**src/hdl/lru_pkg.sv**
```systemverilog
// lru_pkg: shared types and constants for the lru order list block
// no dependencies; compiled first
`default_nettype none

package lru_pkg;

  localparam int ID_W            = 10;
  localparam int COUNT_W         = 11;
  localparam int NUM_ENTRIES_DEF = 1024;
  localparam logic [COUNT_W-1:0] CAP_RESET = 11'd1024;

  typedef enum logic [1:0] {
    OP_INSERT = 2'd0,
    OP_TOUCH  = 2'd1,
    OP_REMOVE = 2'd2,
    OP_POP    = 2'd3
  } opcode_t;

  typedef enum logic [1:0] {
    ST_OK      = 2'd0,
    ST_EMPTY   = 2'd1,
    ST_ABSENT  = 2'd2,
    ST_PRESENT = 2'd3
  } status_t;

  typedef struct packed {
    opcode_t           opcode;
    logic [ID_W-1:0]   entry_id;
  } item_t;

  typedef struct packed {
    status_t            status;
    logic               evicted_valid;
    logic [ID_W-1:0]    evicted_id;
    logic [COUNT_W-1:0] held_count;
  } result_t;

  // controller to datapath
  typedef struct packed {
    logic    clr_write;
    logic    accept;
    logic    unlink;
    logic    evict;
    logic    link;
    logic    finish;
    status_t status;
  } cmd_t;

  // datapath to controller
  typedef struct packed {
    opcode_t opcode;
    logic    clr_last;
    logic    in_range;
    logic    present;
    logic    is_newest;
    logic    empty;
    logic    full;
  } sts_t;

endpackage

`default_nettype wire

```
**src/hdl/lru_ctrl.sv**
```systemverilog
// lru_ctrl: sequencer for the lru order list (clear sweep, lookup, unlink, link)
// depends on lru_pkg
`default_nettype none

module lru_ctrl (
  input  wire logic          clk,
  input  wire logic          rst,
  input  wire logic          start,
  output      logic          busy,
  output      logic          done,
  input  wire lru_pkg::sts_t sts,
  output      lru_pkg::cmd_t cmd
);

  typedef enum logic [1:0] {
    S_CLEAR,
    S_IDLE,
    S_EXEC,
    S_LINK
  } state_t;

  state_t state;
  state_t state_next;

  always_comb begin
    cmd        = '0;
    cmd.status = lru_pkg::ST_OK;
    state_next = state;
    unique case (state)
      S_CLEAR: begin
        cmd.clr_write = 1'b1;
        if (sts.clr_last) begin
          state_next = S_IDLE;
        end
      end
      S_IDLE: begin
        if (start) begin
          cmd.accept = 1'b1;
          state_next = S_EXEC;
        end
      end
      S_EXEC: begin
        state_next = S_IDLE;
        unique case (sts.opcode)
          lru_pkg::OP_INSERT: begin
            if (!sts.in_range) begin
              cmd.finish = 1'b1;
              cmd.status = lru_pkg::ST_ABSENT;
            end else if (sts.present) begin
              cmd.finish = 1'b1;
              cmd.status = lru_pkg::ST_PRESENT;
            end else begin
              // full list: drop the oldest before linking
              cmd.unlink = sts.full;
              cmd.evict  = sts.full;
              state_next = S_LINK;
            end
          end
          lru_pkg::OP_TOUCH: begin
            if (!sts.present) begin
              cmd.finish = 1'b1;
              cmd.status = lru_pkg::ST_ABSENT;
            end else if (sts.is_newest) begin
              cmd.finish = 1'b1;
            end else begin
              cmd.unlink = 1'b1;
              state_next = S_LINK;
            end
          end
          lru_pkg::OP_REMOVE: begin
            cmd.finish = 1'b1;
            if (!sts.present) begin
              cmd.status = lru_pkg::ST_ABSENT;
            end else begin
              cmd.unlink = 1'b1;
            end
          end
          lru_pkg::OP_POP: begin
            cmd.finish = 1'b1;
            if (sts.empty) begin
              cmd.status = lru_pkg::ST_EMPTY;
            end else begin
              cmd.unlink = 1'b1;
              cmd.evict  = 1'b1;
            end
          end
        endcase
      end
      S_LINK: begin
        cmd.link   = 1'b1;
        cmd.finish = 1'b1;
        state_next = S_IDLE;
      end
    endcase
  end

  always_ff @(posedge clk) begin
    if (rst) begin
      state <= S_CLEAR;
      done  <= 1'b0;
    end else begin
      state <= state_next;
      done  <= cmd.finish;
    end
  end

  assign busy = (state != S_IDLE);

endmodule

`default_nettype wire

```
**config.mk**
```make
export PLATFORM = sky130hd
export DESIGN_NAME = lru_ctrl
export DESIGN_NICKNAME = d
export VERILOG_FILES = /design/src/hdl/lru_pkg.sv /design/src/hdl/lru_ctrl.sv
export SDC_FILE = /design/constraint.sdc
export NUM_CORES = 1
export LEC_CHECK = 0
export BUFFER_PORTS_ARGS = -buffer_cell sky130_fd_sc_hd__buf_2
export CORE_AREA = 3 3 40 42
export CTS_BUF_LIST = sky130_fd_sc_hd__clkbuf_8 sky130_fd_sc_hd__clkbuf_16
export CTS_CLUSTER_SIZE = 40
export DETAILED_ROUTE_END_ITERATION = 6
export DIE_AREA = 0 0 43 45
export PLACE_DENSITY = 0.67
export SLEW_MARGIN = 20
export SYNTH_ARGS = -nofsm -noshare
export SYNTH_HDL_FRONTEND = slang
export SYNTH_SLANG_ARGS = --single-unit
```
**constraint.sdc**
```tcl
create_clock -name clk -period 2.7 [get_ports clk]
set_input_delay 0.54 -clock clk [delete_from_list [all_inputs] [get_ports clk]]
set_output_delay 0.54 -clock clk [all_outputs]
set_load 0.005 [all_outputs]
```
## Word level (Yosys, flattened, before mapping)

Index checks and enable logic that the tools add are counted.

| storage, ports and cells | value |
|---|---|
| bits in registers | 3 |
| input bits | 11 |
| output and inout port bits | 10 |
| logic and storage cells | 44 |

| operators by class | value |
|---|---|
| equality and inequality tests | 9 |
| multiplexer cells | 30 |
| reductions and logical operators | 3 |

Operator list:

| operator | count |
|---|---|
| $mux W2 | 12 |
| $pmux W3 S4 | 1 |
| $mux W1 | 10 |
| $eq A2 B2 Y1 const B | 4 |
| $pmux W2 S4 | 1 |
| $mux W3 | 2 |
| $eq A2 B1 Y1 const B | 2 |
| $logic_not A2 Y1 | 2 |
| $ne A2 B2 Y1 const B | 2 |
| $pmux W1 S2 | 2 |
| $pmux W1 S4 | 1 |
| $pmux W2 S2 | 1 |
| $ne A2 B1 Y1 const B | 1 |
| $reduce_and A2 Y1 | 1 |

## Logic depth before layout (Yosys ltp)

Gate-level depths: netlist (run 1).

| depth | value |
|---|---|
| word-level depth | 4 |
| gate-level depth with buffers | 5 |
| mapped depth without buffers | 5 |

## Worst setup path after synthesis (run 1)

OpenSTA, ideal clock, no wires.

| timing path | value |
|---|---|
| kind | input to output |
| from | input sts[6] (netlist name) |
| to | output cmd[1] (netlist name) |
| data arrival time | 1.390 ns |
| data required time | 2.160 ns |
| setup slack | 0.770 ns |
| cell stages on the path | 4 |
| path buffers | 0 |
| cell sequence | inv_1 -> ha_1 -> or3_1 -> a21oi_1 |

RTL lines:

| item | line | RTL |
|---|---|---|
| start, declared | lru_ctrl.sv:11 | `input wire lru_pkg::sts_t sts,` |
| end, declared | lru_ctrl.sv:12 | `output lru_pkg::cmd_t cmd` |

==> results of run 1 <==
[where the power goes]
group          switching [mW]  total, mW  internal (mW)  leakage, nW
registers             0.00236     0.0501         0.0477       0.0245
clock network          0.0327      0.130         0.0971       0.0269
logic                  0.0356     0.0669         0.0313        0.250
[metal layers]
layer	vias to the layer above	share of wire, %	routed length, microns	global-route usage [%]
met1	212	42	440	13.8
met2	27	47	495	21.3
met4	0	1.1	12	10.8
li1	245	-	-	-
met3	2	10	108	2.79
met5	-	0	0	0
[how the worst max path moves through the flow]
stage | startpoint | cells past startpoint | slack (ns) | endpoint
final | sts[6] | 6 | 0.49 | cmd[1]
after global routing | sts[7] | 7 | 0.39 | cmd[5]
after CTS | sts[6] | 6 | 0.48 | cmd[1]
after detailed placement | sts[6] | 6 | 0.48 | cmd[1]
after global placement | sts[6] | 6 | 0.50 | cmd[1]
after floorplan | sts[6] | 4 | 0.77 | cmd[1]
[metrics by stage]
step	utilization [%]	power (mW)
global route	47.3	0.264
global placement	43.8	0.116
detailed placement	43.8	0.118
CTS	47.3	0.251
floorplan	-	0.0923
finish	47.3	0.247
[synthesized netlist by cell type]
master / instances
sky130_fd_sc_hd__inv_1: 10
sky130_fd_sc_hd__ha_1: 8
sky130_fd_sc_hd__a21oi_1: 5
sky130_fd_sc_hd__and4b_2: 3
sky130_fd_sc_hd__dfxtp_1: 3
sky130_fd_sc_hd__nand2_1: 3
sky130_fd_sc_hd__o21ai_0: 3
sky130_fd_sc_hd__and2_1: 2
sky130_fd_sc_hd__nand2b_1: 2
sky130_fd_sc_hd__nand3_1: 2
sky130_fd_sc_hd__nand3b_1: 2
sky130_fd_sc_hd__nor2b_1: 2
sky130_fd_sc_hd__a2111oi_4: 1
sky130_fd_sc_hd__a211o_1: 1
sky130_fd_sc_hd__nand2b_2: 1
sky130_fd_sc_hd__nor2_1: 1
sky130_fd_sc_hd__nor3_1: 1
sky130_fd_sc_hd__o2111ai_1: 1
sky130_fd_sc_hd__o21ai_1: 1
sky130_fd_sc_hd__o21ba_2: 1
sky130_fd_sc_hd__o22ai_1: 1
sky130_fd_sc_hd__o311ai_0: 1
sky130_fd_sc_hd__or3_1: 1
[cells by family after synthesis]
group	count (synthesis)
AOI/OAI and AO/OA	15
adders and majority gates	8
buffers and inverters	10
and+or+nand+nor	20
DFF	3
[worst max-delay path, cell delays in order]
cell and delay (ns):
sky130_fd_sc_hd__buf_2 0.10, sky130_fd_sc_hd__inv_1 0.05, sky130_fd_sc_hd__ha_1 0.30, sky130_fd_sc_hd__or3_1 0.39, sky130_fd_sc_hd__a21oi_1 0.16, sky130_fd_sc_hd__buf_2 0.13
[sequential cells by signal (all words and copies together) (netlist names)]
register / count
state: 2
done: 1
[cell type report]
| type | instances | area share, % |
|---|---|---|
| Inverter | 10 | 6.17 |
| Sequential cell | 3 | 9.88 |
| Timing Repair Buffer | 20 | 16.5 |
| Tap cell | 15 | 3.09 |
| Clock inverter | 1 | 0.617 |
| Clock buffer | 3 | 6.79 |
| Multi-Input combinational cell | 43 | 57.0 |
==> flow_results.org, run 1 <==
** Outcome
- Result of the run :: finished, final reports clean

** Routing
- Drc violations :: 0
- Dividing the detail-routed wire length by the instance count gives 11.1 microns.
- Using the TritonRoute via totals, the vias-per-cell ratio works out to 5.12.
- The final route contains 486 vias.
- Number of DRC markers in iteration 0 :: 4
- The first detailed-routing pass took 6 iterations.
- The count of nets left with antenna violations once routing finished came out at 0.
- After detailed routing, the total wire length is 1060 microns.

** Placement
- Placed cell count :: 91
- The count of buffers added on input and output ports is 20.
- OpenSTA, run right after detailed placement, puts the worst setup slack at 0.484 ns.
- Post-place instance area :: 563 sq um
- Routability-driven placement finished with a final weighted congestion of 0.715.
- Post-detail-place hpwl :: 869 microns

** Cells and area
- Leaving out filler cells and counting taps, the final layout contains 95.
- Fill count :: 145
- The finished cells cover 608 sq um.
- Final net count :: 100
- Most frequent standard cell in the layout excluding fill and tap cells :: sky130_fd_sc_hd__buf_2
- The multi-input combinational cells in the finished layout cover a total of 347 sq um.
- Layout-stage area growth over the synthesis result :: 36.9%
- The number of antenna diodes in the final layout is 0.
- Share of layout cells above drive strength 1 :: 36.3%
- Storage element area :: 60.1 sq um
- Highest-count cells in the layout ignoring fill and taps :: sky130_fd_sc_hd__buf_2, sky130_fd_sc_hd__inv_1, sky130_fd_sc_hd__ha_1

** Hold path
- Startpoint of the most critical hold path :: rst
- Cell count of the worst hold path :: 2
- End of the worst hold path :: done$_SDFF_PP0_
- The min-delay analysis places its worst path in the category in2reg.

** Yosys
- The largest total area in the synthesized netlist belongs to sky130_fd_sc_hd__ha_1.
- Summing the sequential cell areas from Yosys gives 13.5% of the chip area.
- Synthesized Nets :: 75
- The netlist uses 23 different library cells.
- Of the post-synthesis cell area, the dominant cell type holds 22.5%.
- The synthesized netlist devotes 22.5% of its cell area to adder and majority cells.
- After synthesis, the cell types taking the most area are sky130_fd_sc_hd__ha_1, sky130_fd_sc_hd__dfxtp_1, sky130_fd_sc_hd__inv_1.
- Synthesis-stage register bit count :: 3
- The average instance in the mapped netlist occupies 7.93 sq um.
- Portion of netlist area occupied by mux cells :: 0%
- Cell area after technology mapping :: 444 sq um
- Largest family of logic cells by synthesized area :: simple AND/OR/NAND/NOR gates
- Area fraction in and, or, nand and nor cells after synthesis :: 29.6%
- Summing the areas of all xor and xnor instances in the mapped netlist gives 0% of the synthesized area.
- Gate count after technology mapping :: 56
- The synthesized netlist devotes 25.9% of its cell area to compound gates.
- Synth Warn # :: 0

** Critical path
- Setup CP Type :: in2out
- Reg2reg start :: state[0]$_SDFFE_PP0P_
- Largest driver fanout on the critical path :: 8
- The worst setup path is captured at an output port.
- R2R depth :: 5
- STA classifies the critical path startpoint as an input pin.
- Data arrival at the endpoint of the critical path :: 1.67 ns
- In this run the critical register-to-register path is captured at state[1]$_SDFFE_PP0P_.
- For flop-to-flop paths, the worst setup slack is 1.28 ns.
- STA puts the critical path data required time at 2.16 ns.

** Timing
- Final period utilization :: 82.0%
- Setup repair after global routing missed its margin :: false
- The clock period could shrink to 2.21 ns.
- For the pin with the worst max-slew slack, the measured transition is 0.292 ns.
- Across the routed clock network, the largest skew measured is 0.00345 ns.
- The worst path meets setup with 0.487 ns of slack.
- Final count of negative-setup-slack endpoints :: 0
- Worst hold slack :: 0.595 ns
- The number of failing hold endpoints at the final stage was 0.
- Worst slew margin relative to its limit :: 80.5%
- Achievable clock frequency :: 452 MHz
- The number of max-slew violations in the final report is 0.
- Aggregate negative setup slack :: 0 ns

** Global route
- Maximum number of pins on one net before global-route repair :: 10
- Sum of overflow across all layers after global routing :: 0
- Number of global-route vias before repair :: 451
- Global routing used 12.8% of the available tracks across all layers.
- Antenna violations before repair :: 0
- Global-route wire length before repair :: 1790 microns

** Clocking
- The clock net in this run drives a total of 3 sinks.
- CTS built an H-tree with a depth of 1.
- TritonCTS built the clock tree.
- Once the clock tree was built, the setup fixing pass inserted 0 buffers.
- After clock tree synthesis, the flow added hold-fix buffers numbering 0.
- CTS clock-pin slew for the worst setup and hold paths :: 0.03 ns
- Post-cts resize count :: 0
- Buffer depth of the longest clock path :: 2
- For the worst-skew pair, the clock arrives at the later sink with an insertion delay of 0.22 ns.
- Total CTS buffers :: 3
- Clock tree root driver cell :: sky130_fd_sc_hd__clkbuf_8

** Pwr
- Maximum vdd ir drop :: 0.000137 V
- Dividing total power by cell area gives a power density of 406 nW/um^2.
- Summed over all cells, the static leakage comes to 0.302 nW.

** Floorplan
- Die height :: 45 microns
- The die covers 1940 sq um.
- Once the floorplan was initialized, standard cells occupied 34.6% of the core.
- Width of the die :: 43 microns
- Top Ports :: 21
- Floorplan Core Area :: 1280 sq um
- In this run the core area contains 13 standard-cell rows.

** Run
- Count of max-cap constraint violations :: 0
Power figures use the tool's default switching activity.
==> run 2, diff against run 1 <==
ABC_AREA = 1   (was default)
PLACE_DENSITY = 0.62   (was 0.67)
clock period = 2.25 ns   (was 2.7 ns; I/O delays follow)
==> run 2 against run 1 <==
Net effect: clock power increased by 17%; sequential cell count unchanged; critical path depth up 2; core utilization is 4.7 points lower; critical endpoint is now cmd[2]; largest cell class unchanged; largest power group unchanged.
==> flow_results.org, run 2 <==
** Clocking
- Buffer depth of the longest clock path :: 2 (unchanged)
- Post-CTS Setup Repair Bufs :: 0 (unchanged)
- The CTS buffer count is 3 (unchanged).
- TritonCTS built the clock tree.
- Number of sinks on the clock net :: 3 (unchanged)
- The clock network latency to the later pin of the worst-skew pair is 0.22 ns (about the same).
- The number of cells upsized or downsized after cts is 0 (unchanged).
- The clock transition at the registers of the reported paths came to 0.03 ns (about the same).
- CTS Hold Buffers Added :: 0 (unchanged)
- CTS placed an instance of sky130_fd_sc_hd__clkbuf_8 at the clock tree root.
- The H-tree depth reported by CTS is 1 (unchanged).

** Yosys
- The number of different library cells in the post-synthesis netlist is 16 (-30%).
- Gate count after technology mapping :: 59 (+5.4%)
- By instance count, the leading cell after synthesis is sky130_fd_sc_hd__nand2_1.
- The number of enable-type register cells in the synthesized netlist is 0 (unchanged).
- The number of warning messages in the yosys log is 0 (unchanged).
- Synthesized Nets :: 78 (+4.0%)
- Sequential element share of the synthesized area :: 15.6% (+2.1 points)
- Most numerous cell types in the synthesized netlist :: sky130_fd_sc_hd__nand2_1, sky130_fd_sc_hd__inv_1, sky130_fd_sc_hd__ha_1, sky130_fd_sc_hd__a21oi_1, sky130_fd_sc_hd__dfxtp_1
- By area the synthesized netlist is led by sky130_fd_sc_hd__ha_1, sky130_fd_sc_hd__dfxtp_1, sky130_fd_sc_hd__nand2_1.
- The flop and latch count out of synthesis is 3 (unchanged).
- Library cell with the largest summed area after synthesis :: sky130_fd_sc_hd__ha_1
- The fraction of synthesis flops using an asynchronous set or reset pin was 0% (unchanged).
- The combined area of all synthesized cells came to 384 sq um (-14%).
- Syn_area_per_cell :: 6.51 sq um (-18%)
- Top_reg_cell synth :: sky130_fd_sc_hd__dfxtp_1
- Share of the synthesized area in the top cell type :: 26.1% (+3.5 points)

** Placement
- The number of placed instances, taps included was 94 (+3.3%).
- The half-perimeter wire length after detailed placement was 725 microns (-17%).
- Placement Setup Slack :: 0.413 ns (-0.0712 ns)
- The number of input and output port buffers inserted was 20 (unchanged).
- Weighted congestion reported at the end of routability-driven placement :: 0.745 (+4.2%)

** Global route
- Total GRT Usage :: 9.64% (-3.1 points)
- The largest net degree at the start of global routing was 6 (-4).
- The met3 global-route usage came to 5.98% (+3.2 points).
- The number of global-route vias before repair is 365 (-19%).
- The overflow left after global routing is 0 (unchanged).
- The layer flagged by global routing as most heavily used is met2.
- Antenna violations before repair :: 0 (unchanged)
- Met2 Usage GRT :: 16.8% (-4.5 points)
- Global-route wire length before repair :: 1380 microns (-23%)
- GRT met1 Usage :: 10.1% (-3.8 points)

** Floorplan
- Top Ports :: 21 (unchanged)
- The row count came to 13 (unchanged).
- The initial standard-cell utilization of the core came to 29.9% (-4.7 points).
- The overall die area was 1940 sq um (unchanged).
- The overall die width is 43 microns (unchanged).
- Floorplan Core Area :: 1280 sq um (unchanged)
- Die height :: 45 microns (unchanged)

** Timing
- Achievable clock frequency :: 547 MHz
- Worst Tran Pin Value :: 0.181 ns (-0.112 ns)
- Number of hold-slack violations in the final timing report :: 0 (unchanged)
- In the finished design, the share of the clock period the worst path needs comes to 81.2%.
- Setup repair after global routing left no endpoint under its margin.
- Minimum clock period :: 1.83 ns
- The number of max-slew violations in the final report was 0 (unchanged).
- The largest clock skew in the final design was 0.00692 ns (+0.00347 ns).
- Final count of negative-setup-slack endpoints :: 0 (unchanged)
- The final-layout setup total negative slack was 0 ns (unchanged).
- The normalized max-slew margin is 88.0% (+7.5 points).
- The worst-case setup margin in the final layout was 0.422 ns (-0.0648 ns).

** Cells and area
- The final core area utilization came to 42.6% (-4.7 points).
- The number of flip-flops under the largest register name was 2 (unchanged).
- Highest-count cells in the layout ignoring fill and taps :: sky130_fd_sc_hd__buf_2, sky130_fd_sc_hd__nand2_1, sky130_fd_sc_hd__inv_1
- Largest reg by FF count :: state
- Relative to the synthesized area, the layout overhead comes to 42.7%.
- Share of layout cells above drive strength 1 :: 34.9% (-1.3 points)
- The final non-filler cell total is 98 (+3.2%).
- The antenna diode count was 0 (unchanged).
- In the final layout, the registers with the most flip-flops are state (2), done (1).
- Final net count :: 103 (+3.0%)
- Leaving out fill and tap cells, the most frequent cell in the layout is sky130_fd_sc_hd__buf_2.

** Pwr
- Cell leakage power :: 0.320 nW (+6.2%)
- The peak ir drop on the vdd network came to 0.000395 V (+190%).
- The clock network fraction of total power was 53.7% (+1.1 points).
- Cell-internal power :: 0.204 mW (+16%)
- Fraction of power spent switching nets :: 27.9% (-0.71 points)
- The power density normalized to cell area came to 517 nW/um^2 (+27%).
- Portion of total power attributed to sequential cells :: 21.5% (+1.2 points)
- Sw Pwr :: 0.0791 mW (+12%)
- Fraction of power consumed by combinational cells :: 24.8% (-2.3 points)

** Routing
- The via density per instance was 4.44 (-13%).
- Detailed-router iteration count before antenna repair :: 4 (-2)
- Final Routed Wirelength :: 868 microns (-18%)
- The remaining routing DRC violations was 0 (unchanged).
- Number of DRC markers in iteration 0 :: 2 (-2)
- The residual antenna-violating net count after detailed routing came to 0 (unchanged).
- The wire length per cell after detailed routing is 8.86 microns (-20%).
- The routed via count came to 435 (-10%).

** Critical path
- Data arrival at the endpoint of the critical path :: 1.38 ns (-0.29 ns)
- The worst setup path is captured at an output port.
- Startpoint type of the worst setup path :: input pin
- Walking the worst path, the cells encountered are buf_2 > inv_1 > ha_1 > nor3_1 > nand2_1 > nand3_1 > nand2_1 > buf_2.
- The largest individual stage delay along the critical path comes from the cell sky130_fd_sc_hd__ha_1.
- Largest driver fanout on the critical path :: 5 (-3)
- Setup CP Type :: in2out
- CP required :: 1.80 ns (-0.36 ns)
- The critical path's largest stage delay came to 0.25 ns (-0.14 ns).

** Outcome
- Result of the run :: finished, final reports clean

** Hold path
- The path class of the tightest hold or removal check is in2reg.

** Run
- Count of max-cap constraint violations :: 0 (unchanged)
run 2: power by group through the flow:
stage	sequential, mW	clock, mW	combinational (mW)
2_1_floorplan	0.0606	0	0.0440
3_3_place_gp	0.0616	0	0.0708
3_5_place_dp	0.0616	0	0.0712
4_1_cts	0.0610	0.156	0.0718
5_1_grt	0.0616	0.164	0.0820
6_report	0.0609	0.152	0.0703
run 2: cell type report:
| cell class | count | area [sq um] |
|---|---|---|
| clock inverter | 1 | 3.75 |
| inverter | 14 | 52.6 |
| clock buffer | 3 | 41.3 |
| fill | 144 | 737 |
| timing repair buffer | 20 | 100 |
| sequential | 3 | 60.1 |
| tap | 15 | 18.8 |
| multi-input combinational | 42 | 272 |
run 2: through the flow:
stage                     cell area [sq um]  hold WS, ns  total power [mW]
after detailed placement                503        0.505             0.133
after CTS                               548        0.429             0.289
after global placement                  503        0.507             0.132
after floorplan                         384        0.467             0.105
after global routing                    548        0.431             0.307
final                                   548        0.432             0.283
run 2: kinds of logic (layout without fill, tap and decap cells):
logic type / Yosys count / after routing / share of synthesized area [%]
AND/OR/NAND/NOR: 23 / 23 / 27.7
buffers and inverters: 14 / 38 / 13.7
AO/OA/AOI/OAI: 11 / 11 / 16.9
adder cells (fa/ha/maj): 8 / 8 / 26.1
flip-flops: 3 / 3 / 15.6
run 2: final timing paths:
kind,startpoint,to,slack (ns),cells past startpoint
setup / recovery,sts[6],cmd[2],0.42,8
hold / removal,rst,state[1]$_SDFFE_PP0P_,0.43,2
setup reg to reg,state[0]$_SDFFE_PP0P_,state[1]$_SDFFE_PP0P_,1.10,7
hold reg to reg,state[0]$_SDFFE_PP0P_,state[0]$_SDFFE_PP0P_,0.51,2
run 2: layer usage:
| layer | vias to the layer above | wire, microns |
|---|---|---|
| met5 | - | 0 |
| met4 | 0 | 0 |
| met3 | 0 | 99 |
| met2 | 17 | 409 |
| met1 | 181 | 359 |
| li1 | 237 | - |
run 2: worst max-delay path, delay by kind of cell:
| kind | cells | cell delay, ns |
|---|---|---|
| simple gates | 4 | 0.39 |
| fa+ha+maj | 1 | 0.25 |
| buf+inv | 3 | 0.27 |
